[config.mk]
export PLATFORM = sky130hd
export DESIGN_NAME = audio_activity_detector_core
export DESIGN_NICKNAME = d
export VERILOG_FILES = /design/src/aad_pkg.sv /design/src/aad_csr.sv /design/src/aad_compute.sv /design/src/audio_activity_detector_core.sv
export VERILOG_INCLUDE_DIRS = /design/src /design/src/src
export SDC_FILE = /design/constraint.sdc
export NUM_CORES = 1
export LEC_CHECK = 0
export BUFFER_PORTS_ARGS = -buffer_cell sky130_fd_sc_hd__buf_2
export CORE_ASPECT_RATIO = 1.25
export CORE_MARGIN = 4
export CORE_UTILIZATION = 55
export DETAILED_ROUTE_END_ITERATION = 6
export GPL_TIMING_DRIVEN = 0
export PLACE_DENSITY_LB_ADDON = 0.1
export SLEW_MARGIN = 10
export SYNTH_ARGS = -nofsm -noshare
export SYNTH_HDL_FRONTEND = slang
export SYNTH_SLANG_ARGS = --single-unit
[constraint.sdc]
create_clock -name clock -period 15.2 [get_ports clock]
set_input_delay 0.76 -clock clock [delete_from_list [all_inputs] [get_ports clock]]
set_output_delay 0.76 -clock clock [all_outputs]
set_load 0.005 [all_outputs]
[src/audio_activity_detector_core_assert.svh]
// Assertion macros for the activity detector. The clock is clock, the reset is reset.
`ifndef AUDIO_ACTIVITY_DETECTOR_CORE_ASSERT_SVH
`define AUDIO_ACTIVITY_DETECTOR_CORE_ASSERT_SVH

`ifndef SYNTHESIS
`define AAD_ASSERT_SAME(label, ante, cons) \
   label: assert property (@(posedge clock) disable iff (reset) (ante) |-> (cons)) \
      else $error("activity detector check failed");
`define AAD_ASSERT_NEXT(label, ante, cons) \
   label: assert property (@(posedge clock) disable iff (reset) (ante) |=> (cons)) \
      else $error("activity detector check failed");
`else
`define AAD_ASSERT_SAME(label, ante, cons)
`define AAD_ASSERT_NEXT(label, ante, cons)
`endif

`endif

[src/aad_pkg.sv]
`timescale 1ns / 1ps
package aad_pkg;

   localparam int SAMPLE_BITS = 10;
   localparam int MEAN_SHIFT  = 6;
   localparam int AVG_SHIFT   = 4;

   localparam int MEAN_W = 17;
   localparam int AC_W   = 11;
   localparam int AVG_W  = 15;
   localparam int THR_W  = 10;
   localparam int WIN_W  = 14;
   localparam int HOLD_W = 16;
   // wide working widths for the signed sums
   localparam int ACX_W  = 12;
   localparam int SUM_W  = 17;

   localparam logic signed [SUM_W-1:0] AVG_LIMIT = 17'sd16383;

   localparam int CSR_IDX_W  = 2;
   localparam int CSR_DATA_W = 16;

   typedef enum logic [CSR_IDX_W-1:0] {
      CSR_TRIGGER_THRESHOLD = 2'd0,
      CSR_LOCK_WINDOW       = 2'd1,
      CSR_HOLDOFF_SAMPLES   = 2'd2
   } csr_index_type;

   localparam logic [THR_W-1:0]  THRESHOLD_RESET = 10'd15;
   localparam logic [WIN_W-1:0]  WINDOW_RESET    = 14'd100;
   localparam logic [HOLD_W-1:0] HOLDOFF_RESET   = 16'd4808;

   typedef struct packed {
      logic [THR_W-1:0]  trigger_threshold;
      logic [WIN_W-1:0]  lock_window;
      logic [HOLD_W-1:0] holdoff_samples;
   } cfg_type;

   typedef struct packed {
      logic [MEAN_W-1:0]       mean_accum;
      logic signed [AVG_W-1:0] ac_average;
      logic                    lock_flag;
      logic                    led_level;
      logic [HOLD_W-1:0]       holdoff_count;
   } state_type;

   typedef struct packed {
      logic signed [AC_W-1:0]  ac_level;
      logic signed [AVG_W-1:0] avg_level;
      logic                    triggered;
      logic                    led_on;
      logic                    lock_event;
      logic                    skipped;
   } result_type;

endpackage

[src/aad_csr.sv]
`timescale 1ns / 1ps
module aad_csr (
   input  logic                                clock,
   input  logic                                reset,
   input  logic                                csr_valid,
   output logic                                csr_ready,
   input  logic [aad_pkg::CSR_IDX_W-1:0]       csr_index,
   input  logic [aad_pkg::CSR_DATA_W-1:0]      csr_data,
   output aad_pkg::cfg_type                    cfg
);

   aad_pkg::cfg_type cfg_ff;
   aad_pkg::cfg_type cfg_in;

   assign csr_ready = 1'b1;
   assign cfg       = cfg_ff;

   always_comb begin
      cfg_in = cfg_ff;
      if (csr_valid) begin
         unique case (aad_pkg::csr_index_type'(csr_index))
            aad_pkg::CSR_TRIGGER_THRESHOLD:
               cfg_in.trigger_threshold = csr_data[aad_pkg::THR_W-1:0];
            aad_pkg::CSR_LOCK_WINDOW:
               cfg_in.lock_window = csr_data[aad_pkg::WIN_W-1:0];
            aad_pkg::CSR_HOLDOFF_SAMPLES:
               cfg_in.holdoff_samples = csr_data[aad_pkg::HOLD_W-1:0];
            default: cfg_in = cfg_ff;
         endcase
      end
   end

   always_ff @(posedge clock) begin
      if (reset) begin
         cfg_ff.trigger_threshold <= aad_pkg::THRESHOLD_RESET;
         cfg_ff.lock_window       <= aad_pkg::WINDOW_RESET;
         cfg_ff.holdoff_samples   <= aad_pkg::HOLDOFF_RESET;
      end else begin
         cfg_ff <= cfg_in;
      end
   end

endmodule

[src/aad_compute.sv]
`timescale 1ns / 1ps
module aad_compute (
   input  logic [aad_pkg::SAMPLE_BITS-1:0] sample,
   input  aad_pkg::cfg_type                cfg,
   input  aad_pkg::state_type              state,
   output aad_pkg::state_type              state_next,
   output aad_pkg::result_type             result
);

   logic [aad_pkg::MEAN_W-1:0]        mean_q;
   logic signed [aad_pkg::ACX_W-1:0]  ac;
   logic signed [aad_pkg::ACX_W-1:0]  thr;
   logic signed [aad_pkg::SUM_W-1:0]  avg_ext;
   logic signed [aad_pkg::SUM_W-1:0]  avg_quot;
   logic signed [aad_pkg::SUM_W-1:0]  avg_sum;
   logic signed [aad_pkg::SUM_W-1:0]  avg_sat;
   logic signed [aad_pkg::SUM_W-1:0]  win;
   logic                              in_window;
   logic                              trig;

   assign mean_q = state.mean_accum >> aad_pkg::MEAN_SHIFT;
   assign ac     = $signed({2'b00, sample}) - $signed({1'b0, mean_q[aad_pkg::ACX_W-2:0]});
   assign thr    = $signed({2'b00, cfg.trigger_threshold});

   // truncate toward zero: bias negative values before the arithmetic shift
   assign avg_ext  = aad_pkg::SUM_W'(state.ac_average);
   assign avg_quot = $signed(avg_ext + (avg_ext < 0 ? aad_pkg::SUM_W'((1 << aad_pkg::AVG_SHIFT) - 1)
                                                    : aad_pkg::SUM_W'(0))) >>> aad_pkg::AVG_SHIFT;
   assign avg_sum  = avg_ext + aad_pkg::SUM_W'(ac) - avg_quot;

   always_comb begin
      if (avg_sum > aad_pkg::AVG_LIMIT) begin
         avg_sat = aad_pkg::AVG_LIMIT;
      end else if (avg_sum < -aad_pkg::AVG_LIMIT) begin
         avg_sat = -aad_pkg::AVG_LIMIT;
      end else begin
         avg_sat = avg_sum;
      end
   end

   assign win       = $signed({3'b000, cfg.lock_window});
   assign in_window = (avg_sat < win) && (avg_sat > -win);
   assign trig      = in_window && ((ac > thr) || (ac < -thr));

   always_comb begin
      state_next = state;
      result     = '0;
      if (state.holdoff_count != '0) begin
         // hold everything but the holdoff count
         state_next.holdoff_count = state.holdoff_count - 1'b1;
         result.avg_level         = state.ac_average;
         result.led_on            = state.led_level;
         result.skipped           = 1'b1;
      end else begin
         state_next.mean_accum = state.mean_accum - mean_q
                                 + aad_pkg::MEAN_W'(sample);
         state_next.ac_average = avg_sat[aad_pkg::AVG_W-1:0];
         state_next.lock_flag  = state.lock_flag | in_window;
         state_next.led_level  = state.led_level ^ trig;
         if (trig) begin
            state_next.holdoff_count = cfg.holdoff_samples;
         end
         result.ac_level   = ac[aad_pkg::AC_W-1:0];
         result.avg_level  = avg_sat[aad_pkg::AVG_W-1:0];
         result.triggered  = trig;
         result.led_on     = state.led_level ^ trig;
         result.lock_event = in_window & ~state.lock_flag;
      end
   end

endmodule

[src/audio_activity_detector_core.sv]
`timescale 1ns / 1ps
// Audio activity detector: DC removal by a leaky mean, a leaky AC average,
// a one-time lock indication and an LED toggle on loud samples in the lock window.
// req_ channel: one converter sample per request in req_tdata[9:0].
// rsp_ channel: one result per request; rsp_tuser marks a sample ignored
// during the holdoff that follows a trigger.
// csr_ channel: register writes by index (0 trigger threshold, 1 lock window,
// 2 holdoff samples); taken every cycle. The user must write only while no
// request is in flight; the block itself does not enforce it. A request
// passes an input register, then the combinational datapath into the result
// register. Throughput is one request per clock while rsp_tready does not
// stall; the detector state closes its feedback loop within the datapath.
// A stalled rsp_tready holds the result register; the input register still
// takes one more request, then req_tready drops until the result is taken.
// Synchronous reset clears the pipeline, the detector state and restores the
// register defaults.
module audio_activity_detector_core (
   input  logic                               clock,
   input  logic                               reset,
   input  logic                               req_tvalid,
   output logic                               req_tready,
   input  logic [15:0]                        req_tdata,   // sample[9:0]
   output logic                               rsp_tvalid,
   input  logic                               rsp_tready,
   // ac_level[10:0], avg_level[25:11], triggered[26], led_on[27], lock_event[28]
   output logic [31:0]                        rsp_tdata,
   output logic                               rsp_tuser,   // skipped[0]
   input  logic                               csr_valid,
   output logic                               csr_ready,
   input  logic [aad_pkg::CSR_IDX_W-1:0]      csr_index,
   input  logic [aad_pkg::CSR_DATA_W-1:0]     csr_data
);

`include "audio_activity_detector_core_assert.svh"

   aad_pkg::cfg_type                 cfg;
   aad_pkg::state_type               state_ff;
   aad_pkg::state_type               state_in;
   aad_pkg::result_type              result_in;
   aad_pkg::result_type              rsp_ff;
   logic                             in_valid_ff;
   logic [aad_pkg::SAMPLE_BITS-1:0]  in_sample_ff;
   logic                             rsp_valid_ff;
   logic                             out_free;
   logic                             advance;

   aad_csr u_csr (
      .clock     (clock),
      .reset     (reset),
      .csr_valid (csr_valid),
      .csr_ready (csr_ready),
      .csr_index (csr_index),
      .csr_data  (csr_data),
      .cfg       (cfg)
   );

   aad_compute u_compute (
      .sample     (in_sample_ff),
      .cfg        (cfg),
      .state      (state_ff),
      .state_next (state_in),
      .result     (result_in)
   );

   assign out_free   = ~rsp_valid_ff | rsp_tready;
   assign advance    = in_valid_ff & out_free;
   assign req_tready = ~in_valid_ff | advance;

   always_ff @(posedge clock) begin
      if (reset) begin
         in_valid_ff  <= 1'b0;
         rsp_valid_ff <= 1'b0;
         state_ff     <= '0;
      end else begin
         if (req_tready) begin
            in_valid_ff <= req_tvalid;
         end
         if (out_free) begin
            rsp_valid_ff <= in_valid_ff;
         end
         if (advance) begin
            state_ff <= state_in;
         end
      end
   end

   always_ff @(posedge clock) begin
      if (req_tready & req_tvalid) begin
         in_sample_ff <= req_tdata[aad_pkg::SAMPLE_BITS-1:0];
      end
      if (advance) begin
         rsp_ff <= result_in;
      end
   end

   assign rsp_tvalid = rsp_valid_ff;
   assign rsp_tdata  = {3'b000, rsp_ff.lock_event, rsp_ff.led_on, rsp_ff.triggered,
                        rsp_ff.avg_level, rsp_ff.ac_level};
   assign rsp_tuser  = rsp_ff.skipped;

   // a skipped result carries no new level and no events
   `AAD_ASSERT_SAME(a_skip_quiet, rsp_valid_ff && rsp_ff.skipped,
      !rsp_ff.triggered && !rsp_ff.lock_event && rsp_ff.ac_level == '0)
   // a pending holdoff makes the next result a skipped one
   `AAD_ASSERT_NEXT(a_holdoff_skips, advance && state_ff.holdoff_count != '0,
      rsp_valid_ff && rsp_ff.skipped)
   // a trigger flips the LED level
   `AAD_ASSERT_NEXT(a_trig_toggles, advance && result_in.triggered,
      state_ff.led_level != $past(state_ff.led_level))
   // the lock indication fires once and leaves the lock set
   `AAD_ASSERT_NEXT(a_lock_sticks, advance && result_in.lock_event,
      state_ff.lock_flag)
   // the saturated average never reaches the most negative code
   `AAD_ASSERT_SAME(a_avg_range, in_valid_ff, state_ff.ac_average != -16'sd16384)

endmodule
==> results summary, run 1 <==
After global routing the overflow that remains totals 0. The smallest clock period supported by the final layout is computed as 9.58 ns. Wires add up to 26.2 mm.

The maximum root-to-sink buffer count came out at 2. The number of gates resized after cts is 0. The initial core utilization came out at 56.0%. The count of flip-flops with a built-in enable after synthesis came out at 40. In the routed layout, each cell is associated on average with a via count of 5.70. Yosys mapped the design onto 72 distinct sky130hd cell types. The count of pins over their slew limit came to 0. The total of max-cap violations came out at 0. The floorplan die width came out at 127 um.

The average instance in the mapped netlist occupies 8.20 um^2. The flow ran to the end, and the final reports show no timing, DRC or antenna violations. Once detail routing completed, the nets flagged for antenna violations numbered 0. Clock tree synthesis selected as its root buffer the cell sky130_fd_sc_hd__clkbuf_16. Relative to the synthesized area, the layout overhead comes to 12.3%. The fraction of the cycle the final worst path needs came out at 63.1%. The relative slew slack came out at 32.8%. TritonCTS built the clock tree. The worst setup path is of the flop to flop kind. At the later pin of the worst-skew pair, clock insertion delay measures 0.43 ns. After clock tree synthesis, the setup repair step added 0 buffers. In the final routed layout, each cell accounts on average for 17.3 um. The largest net degree at the start of global routing came out at 33. The number of DRC violations after detailed-routing iteration 0 is 544. Setup violations remaining at the end of the flow were counted as 0. The number of remaining DRC errors came out at 0. The worst setup path is launched from a flop.

The worst hold path terminates at state_ff[33]$_SDFFE_PP0P_. The maximum level of the CTS H-tree is 4. The biggest fanout along the worst timing path is 10. For this run, the top clock speed supported by timing is 104 MHz. The total negative slack came out at 0 ns. The startpoint of the worst-slack reg-to-reg timing path is state_ff[40]$_SDFFE_PP0P_. The class of the most critical hold timing path is flop to flop.

The clock net in this run drives a total of 132 sinks. Sequential cells were found to cover 31.2% of the synthesized design area. In this run the most critical hold path is launched from state_ff[33]$_SDFFE_PP0P_.

The longest individual stage delay on the worst path is 0.81 ns. Buffers placed on the I/O ports in this run total 64. The number of diodes came out at 0. Across all register-to-register paths, the minimum setup slack is 5.62 ns. The weighted congestion reported at the end of routability-driven placement is 0.930. During synthesis, Yosys emitted a total of 0 warnings. The final count of hold timing violations came to 0.

The post-cts hold buffer count is 0. The number of global-route vias before repair is 8,408. The number of nets in the finished design is 1,440. The via count is 8,631.

The pre-antenna-repair detailed-routing pass consisted of 6 iterations. The area enclosed by the die boundary is 0.0200 mm^2. The slowest stage of the critical path is the sky130_fd_sc_hd__o21ai_0 cell. The clock slew seen by the registers of the worst setup and hold paths is 0.06 ns.

The global-route wire length before repair came out at 42.2 mm. The share of flip-flops with an asynchronous set or reset is 0%. In the global route stage, overall resource usage came out at 26.8%. The actual slew at the worst max-slew pin came out at 1.01 ns.

The number of filler instances in the final layout is 1,574. The number of antenna violations at the first check in global routing is 0. The half-perimeter wire length after placement is 20.6 mm. The worst-case reg-to-reg path depth is 35. The number of buffers created by CTS came out at 17.

The post-synthesis instance total is 1,191. Setup repair after global routing left no endpoint under its margin. STA classifies the critical path endpoint as a flop. The data arrival time of the critical path came out at 9.86 ns. The number of instances on the worst hold path came out at 2.

The number of primary I/O pins came out at 75. In the synthesized netlist the dominant register cell turns out to be sky130_fd_sc_hd__dfxtp_1. The endpoint of the most critical register-to-register path is state_ff[7]$_SDFFE_PP0P_. The floorplan die height came out at 157 um.

The number of placement rows came out at 54. The cell area after synthesis is 0.00976 mm^2. The area of the core is 0.0174 mm^2. The worst clock skew on the final layout is 0.00935 ns.

The ratio of cells with drive above 1 in the final layout is 10.2%. The data required time at the worst endpoint is 15.48 ns. The synthesized design contains 132 register bits.
## placed cells by master (no fill, tap or decap), types with 16 or more instances in the layout
cell type and n:
sky130_fd_sc_hd__dfxtp_1 92, sky130_fd_sc_hd__a21oi_1 115, sky130_fd_sc_hd__nand2_1 180, sky130_fd_sc_hd__nand3_1 23, sky130_fd_sc_hd__edfxtp_1 40, sky130_fd_sc_hd__o21ai_0 50
sky130_fd_sc_hd__xor2_1 19, sky130_fd_sc_hd__xnor2_1 42, sky130_fd_sc_hd__fa_1 25, sky130_fd_sc_hd__buf_2 65, sky130_fd_sc_hd__or3_1 18, sky130_fd_sc_hd__a21o_1 19
sky130_fd_sc_hd__clkbuf_1 31, sky130_fd_sc_hd__inv_1 112, sky130_fd_sc_hd__nor2_1 90, sky130_fd_sc_hd__ha_1 98, sky130_fd_sc_hd__nor2b_1 16, sky130_fd_sc_hd__nor3_1 32
sky130_fd_sc_hd__clkbuf_16 18
## final cells by class
type | instances | area [um^2] | area share [%]
multi-input combinational | 906 | 6120 | 55.9
sequential | 132 | 3040 | 27.8
clock buffer | 20 | 468 | 4.27
inverter | 113 | 424 | 3.87
timing repair buffer | 66 | 348 | 3.17
tap | 224 | 280 | 2.56
buffer | 42 | 186 | 1.70
clock inverter | 12 | 88.8 | 0.810
## worst max-delay path: cells and delay by family, from the launching register on
kind / cells / cell delay (ns)
flip-flops: 1 / 0.38
buffers and inverters: 4 / 0.73
XOR/XNOR: 1 / 0.22
AND/OR/NAND/NOR: 13 / 2.38
AO/OA/AOI/OAI: 12 / 3.84
adder cells (fa/ha/maj): 5 / 1.86
## cell families (layout without fill, tap and decap cells)
family,after synthesis,count (layout),synth area share (%)
adders and majority gates,124,124,17.8
DFF,132,132,31.2
buffers and inverters,155,253,6.24
xor gates and xnor gates,61,61,5.47
other,2,4,0.0769
muxes,3,3,0.346
and+or+nand+nor,429,429,20.3
AOI/OAI and AO/OA,285,285,18.6
## flip-flops by register name, summed over array words and instances, names as in the netlist
name and cells:
rsp_tuser 1, in_sample_ff 10, state_ff 50, in_valid_ff 1
rsp_tdata 29, u_csr.cfg 40, rsp_tvalid 1
## Yosys cell counts (8+ instances only)
cell	n	area share, %
sky130_fd_sc_hd__nand2b_1	9	0.58
sky130_fd_sc_hd__nand4_1	14	0.90
sky130_fd_sc_hd__o21bai_1	8	0.62
sky130_fd_sc_hd__nor4_1	15	0.96
sky130_fd_sc_hd__o21a_1	14	1.1
sky130_fd_sc_hd__o21ai_0	50	2.6
sky130_fd_sc_hd__nand3_1	23	1.2
sky130_fd_sc_hd__nor3_1	32	1.6
sky130_fd_sc_hd__nor2_1	90	3.5
sky130_fd_sc_hd__fa_1	25	5.1
sky130_fd_sc_hd__or3_1	18	1.2
sky130_fd_sc_hd__inv_1	112	4.3
sky130_fd_sc_hd__a21o_1	19	1.5
sky130_fd_sc_hd__xor2_1	19	1.7
sky130_fd_sc_hd__xnor2_1	42	3.8
sky130_fd_sc_hd__clkbuf_1	31	1.2
sky130_fd_sc_hd__a21oi_1	115	5.9
sky130_fd_sc_hd__nand2_1	180	6.9
sky130_fd_sc_hd__edfxtp_1	40	12
sky130_fd_sc_hd__a31oi_1	9	0.58
sky130_fd_sc_hd__ha_1	98	13
sky130_fd_sc_hd__a211oi_1	14	1.1
sky130_fd_sc_hd__nor2b_1	16	1.0
sky130_fd_sc_hd__dfxtp_1	92	19
sky130_fd_sc_hd__and3_1	8	0.51
sky130_fd_sc_hd__o211ai_1	11	0.85
## how the worst max path moves through the flow
stage	start	end	slack, ns	depth (start not counted)
CTS	state_ff[40]$_SDFFE_PP0P_	state_ff[3]$_SDFFE_PP0P_	5.71	35
floorplan	state_ff[40]$_SDFFE_PP0P_	state_ff[0]$_SDFFE_PP0P_	7.61	34
detailed placement	state_ff[40]$_SDFFE_PP0P_	state_ff[3]$_SDFFE_PP0P_	5.77	35
finish	state_ff[40]$_SDFFE_PP0P_	state_ff[7]$_SDFFE_PP0P_	5.62	35
global route	state_ff[40]$_SDFFE_PP0P_	state_ff[3]$_SDFFE_PP0P_	5.07	36
global placement	state_ff[40]$_SDFFE_PP0P_	state_ff[3]$_SDFFE_PP0P_	5.73	35
## routing by layer
| layer | routed length (um) | GRT usage [%] | vias up |
|---|---|---|---|
| met2 | 13200 | 47.9 | 258 |
| met5 | 0 | 0 | - |
| met4 | 1070 | 11.8 | 0 |
| li1 | - | - | 4323 |
| met1 | 10800 | 31.7 | 3991 |
| met3 | 1150 | 4.14 | 59 |
## per-stage QoR
| step | instances | area, um^2 | hold WS (ns) | util, % | setup slack (ns) |
|---|---|---|---|---|---|
| 5_1_grt | 1515 | 11000 | 0.485 | 62.9 | 5.07 |
| 4_1_cts | 1515 | 11000 | 0.461 | 62.9 | 5.71 |
| 3_5_place_dp | 1483 | 10400 | 0.453 | 59.7 | 5.77 |
| 6_report | 1515 | 11000 | 0.460 | 62.9 | 5.62 |
| 2_1_floorplan | 1193 | 9770 | 0.431 | - | 7.61 |
| 3_3_place_gp | 1481 | 10400 | 0.443 | 59.5 | 5.73 |
Power of run 1 is left out: the tool's default activity adds up to more than one toggle a clock period on the data nets, which glitch-free logic cannot reach.
==> run 2, diff against run 1 <==
--- a/config.mk
+++ b/config.mk
@@ -6,6 +6,7 @@
 export SDC_FILE = /design/constraint.sdc
 export NUM_CORES = 1
 export LEC_CHECK = 0
+export ABC_AREA = 1
 export BUFFER_PORTS_ARGS = -buffer_cell sky130_fd_sc_hd__buf_2
 export CORE_ASPECT_RATIO = 1.25
 export CORE_MARGIN = 4
==> constraint.sdc (replaced) <==
create_clock -name clock -period 9.94 [get_ports clock]
set_input_delay 0.497 -clock clock [delete_from_list [all_inputs] [get_ports clock]]
set_output_delay 0.497 -clock clock [all_outputs]
set_load 0.005 [all_outputs]
==> results summary, run 2 <==
The run finished with clean final reports. The static power due to leakage is 5.35 nW. The top achievable clock speed is 127 MHz. The number of nets in the finished design came out at 1,554. On the final layout, the worst hold slack is 0.244 ns.

After synthesis the netlist holds a flip-flop and latch count of 132. The proportion of synthesized chip area in sequential cells is 30.9%. The Yosys step of the flow raised 0 warnings. Counting every instance in the synthesized netlist gives 1,306.

The worst setup path is of the flop to flop kind. In this run, post-CTS repair resized a total of 0 instances. The TritonCTS clock tree is built. The die covers 0.0201 mm^2.

The shortest clock period the worst path allows after layout is 7.85 ns. Clock tree synthesis selected as its root buffer the cell sky130_fd_sc_hd__clkbuf_16. Ranked by instance count, the synthesized netlist is headed by 229 x sky130_fd_sc_hd__inv_1, 212 x sky130_fd_sc_hd__nand2_1, 120 x sky130_fd_sc_hd__a21oi_1. The weighted congestion reported at the end of routability-driven placement came out at 0.925.

The floorplan die width is 128 um. The power per cell area came out at 231 mW/mm^2. Yosys attributes the largest share of cell area to sky130_fd_sc_hd__dfxtp_1 19%, sky130_fd_sc_hd__ha_1 12%, sky130_fd_sc_hd__edfxtp_1 12%. The worst-case reg-to-reg path depth came out at 48. The post-cts hold buffer count came out at 0. The leading register cell type out of synthesis is sky130_fd_sc_hd__dfxtp_1. The total of max-cap violations is 0.

Detailed placement finished with a half-perimeter wire length of 20.1 mm. The ratio of cells with drive above 1 in the final layout came out at 9.47%. The number of diodes came out at 0.

The number of detailed-routing iterations run before antenna repair is 5. The peak supply drop came out at 0.000126 V. The total negative slack came out at 0 ns. The final cell count without fillers is 1,629. The maximum level of the CTS H-tree is 4. The share of flip-flops with an asynchronous set or reset came out at 0%. The total power came out at 2.55 mW. The cell area after synthesis is 0.00985 mm^2.

sky130_fd_sc_hd__inv_1 is the most common cell in the netlist. Setup repair after global routing left no endpoint under its margin. The biggest area contributor in the post-synthesis netlist is sky130_fd_sc_hd__dfxtp_1.

The startpoint identified for the worst hold timing path is req_tdata[6]. The register-to-register setup slack is 2.09 ns. The data arrival time of the critical path is 8.17 ns. The critical path startpoint category is a flop. The top cell type's share of synthesized area came out at 18.7%. Once the clock tree was built, the setup fixing pass inserted 0 buffers.

The register with the most flip-flops in the layout has 50 of them. The number of DRC violations after detailed-routing iteration 0 came out at 518. After layout, the worst path uses 79.0% of the clock period.

The source-to-sink clock delay at the later pin of the worst-skew pair came out at 0.43 ns. The commonest non-fill, non-tap cell in the layout is sky130_fd_sc_hd__inv_1. The area growth from synthesis to layout came out at 12.0%. The worst hold path terminates at in_sample_ff[6]$_DFFE_PP_.

The post-placement cell count is 1,597. Dividing the synthesized area by the synthesized cell count gives 7.54 um^2. The count of port buffers added during placement came out at 64. The via density per instance is 5.27. The number of different library cells in the post-synthesis netlist came out at 52. The number of buffers created by CTS came out at 17. The number of primary I/O pins came out at 75.

The kind of capture point of the worst setup path is a flop. Global routing used 25.3% of the available tracks across all layers. The number of sinks handled by clock tree synthesis is 132. The number of remaining DRC errors is 0. The wire length per cell after detailed routing came out at 15.4 um.

The startpoint of the worst-slack reg-to-reg timing path is state_ff[32]$_SDFFE_PP0P_. Setup violations remaining at the end of the flow were counted as 0. The largest net degree at the start of global routing came out at 34. The count of flip-flops with a built-in enable after synthesis came out at 40. The tightest min-delay check is of the input port to flop type. The largest individual stage delay along the critical path comes from the cell sky130_fd_sc_hd__dfxtp_1. The floorplan die height came out at 158 um. The final count of hold timing violations came out at 0. The endpoint identified for the worst register-to-register timing path is state_ff[3]$_SDFFE_PP0P_. Along the worst hold path, the cell count comes to 1. Ranked by flip-flop count, first place goes to state_ff.

Headroom to the max-slew limit came out at 47.6%. The area of the core is 0.0175 mm^2. The clock slew seen by the registers of the worst setup and hold paths came out at 0.06 ns. On the final layout, the worst clock skew is 0.00954 ns. The actual slew at the worst max-slew pin came out at 0.778 ns. The library cells used most frequently in the layout, excluding fill and tap cells, are 229 x sky130_fd_sc_hd__inv_1, 212 x sky130_fd_sc_hd__nand2_1, 120 x sky130_fd_sc_hd__a21oi_1.

The longest individual stage delay on the worst path came out at 0.45 ns. The global-route wire length before repair is 40.1 mm. The biggest fanout along the worst timing path came out at 10.

The via count is 8,582. The count of pins over their slew limit is 0. The number of antenna violations at the first check in global routing is 0. The residual overflow from global routing came out at 0. The sum of routed wire length over all layers came out at 25.1 mm. The remaining antenna violation count after routing came out at 0. The number of placement rows is 54.

The number of global-route vias before repair came to 8,177. The initial core utilization is 56.3%. STA puts the critical path data required time at 10.26 ns. The maximum root-to-sink buffer count came out at 2.
-- run 2: changes by cell type after synthesis, sizes merged, moves of 10 or more --
cell and delta:
nor3 -12, o21a -12, a21o -18, nor2b -15
inv +121, xor2 +39, o21ai +50, nor4 -13
a211oi -10, nand2 +47, or3 -18, nand3 +27
xnor2 -31, nor2 +21
-- run 2: how the worst max path moves through the flow --
stage | from | to | slack, ns
4_1_cts | state_ff[32]$_SDFFE_PP0P_ | state_ff[3]$_SDFFE_PP0P_ | 2.21
6_report | state_ff[32]$_SDFFE_PP0P_ | state_ff[3]$_SDFFE_PP0P_ | 2.09
3_3_place_gp | in_sample_ff[0]$_DFFE_PP_ | state_ff[15]$_SDFFE_PP0P_ | 2.26
2_1_floorplan | state_ff[32]$_SDFFE_PP0P_ | state_ff[14]$_SDFFE_PP0P_ | 3.46
5_1_grt | state_ff[32]$_SDFFE_PP0P_ | state_ff[3]$_SDFFE_PP0P_ | 1.36
3_5_place_dp | state_ff[32]$_SDFFE_PP0P_ | state_ff[3]$_SDFFE_PP0P_ | 2.31
-- run 2: routing by layer --
| layer | share of wire [%] | global-route usage (%) |
|---|---|---|
| met1 | 41 | 30.1 |
| met2 | 50 | 45.1 |
| met3 | 4.0 | 4.12 |
| met4 | 4.4 | 11.2 |
| met5 | 0 | 0 |
-- run 2: worst max-delay path, delay by kind of cell (launching register included) --
family / cells / cell delay, ns
xor+xnor: 1 / 0.14
fa+ha+maj: 5 / 1.73
buf+inv: 10 / 1.25
flops: 1 / 0.45
compound gates: 8 / 1.17
simple gates: 24 / 3.01
-- run 2: through the flow --
stage	area, um^2	utilization (%)	setup WS [ns]
6_report	11000	63.1	2.09
5_1_grt	11000	63.1	1.36
4_1_cts	11000	63.1	2.21
3_5_place_dp	10500	59.9	2.31
3_3_place_gp	10500	59.8	2.26
2_1_floorplan	9860	-	3.46
-- run 2: layout make-up --
cell class,count,area [um^2]
Inverter,236,886
Clock inverter,13,120
Multi-Input combinational cell,907,5770
Sequential cell,132,3040
Fill cell,1574,6460
Clock buffer,19,433
Timing Repair Buffer,65,340
Tap cell,224,280
Buffer,33,158
-- run 2: where the power goes --
| part | leakage [nW] | internal [mW] | switching [mW] |
|---|---|---|---|
| Combinational | 3.93 | 0.451 | 0.871 |
| Sequential | 1.14 | 0.599 | 0.0252 |
| Clock | 0.275 | 0.348 | 0.256 |
-- run 2: kinds of logic (layout without fill, tap and decap cells) --
kind of cell,Yosys count,in the layout,synth area share (%)
AOI/OAI and AO/OA,270,270,15.0
buffers and inverters,269,366,10.6
adders and majority gates,123,123,17.5
other,2,4,0.0762
muxes,2,2,0.203
DFF,132,132,30.9
and+or+nand+nor,439,439,19.6
xor gates and xnor gates,69,69,6.13
Power figures use the tool's default switching activity.
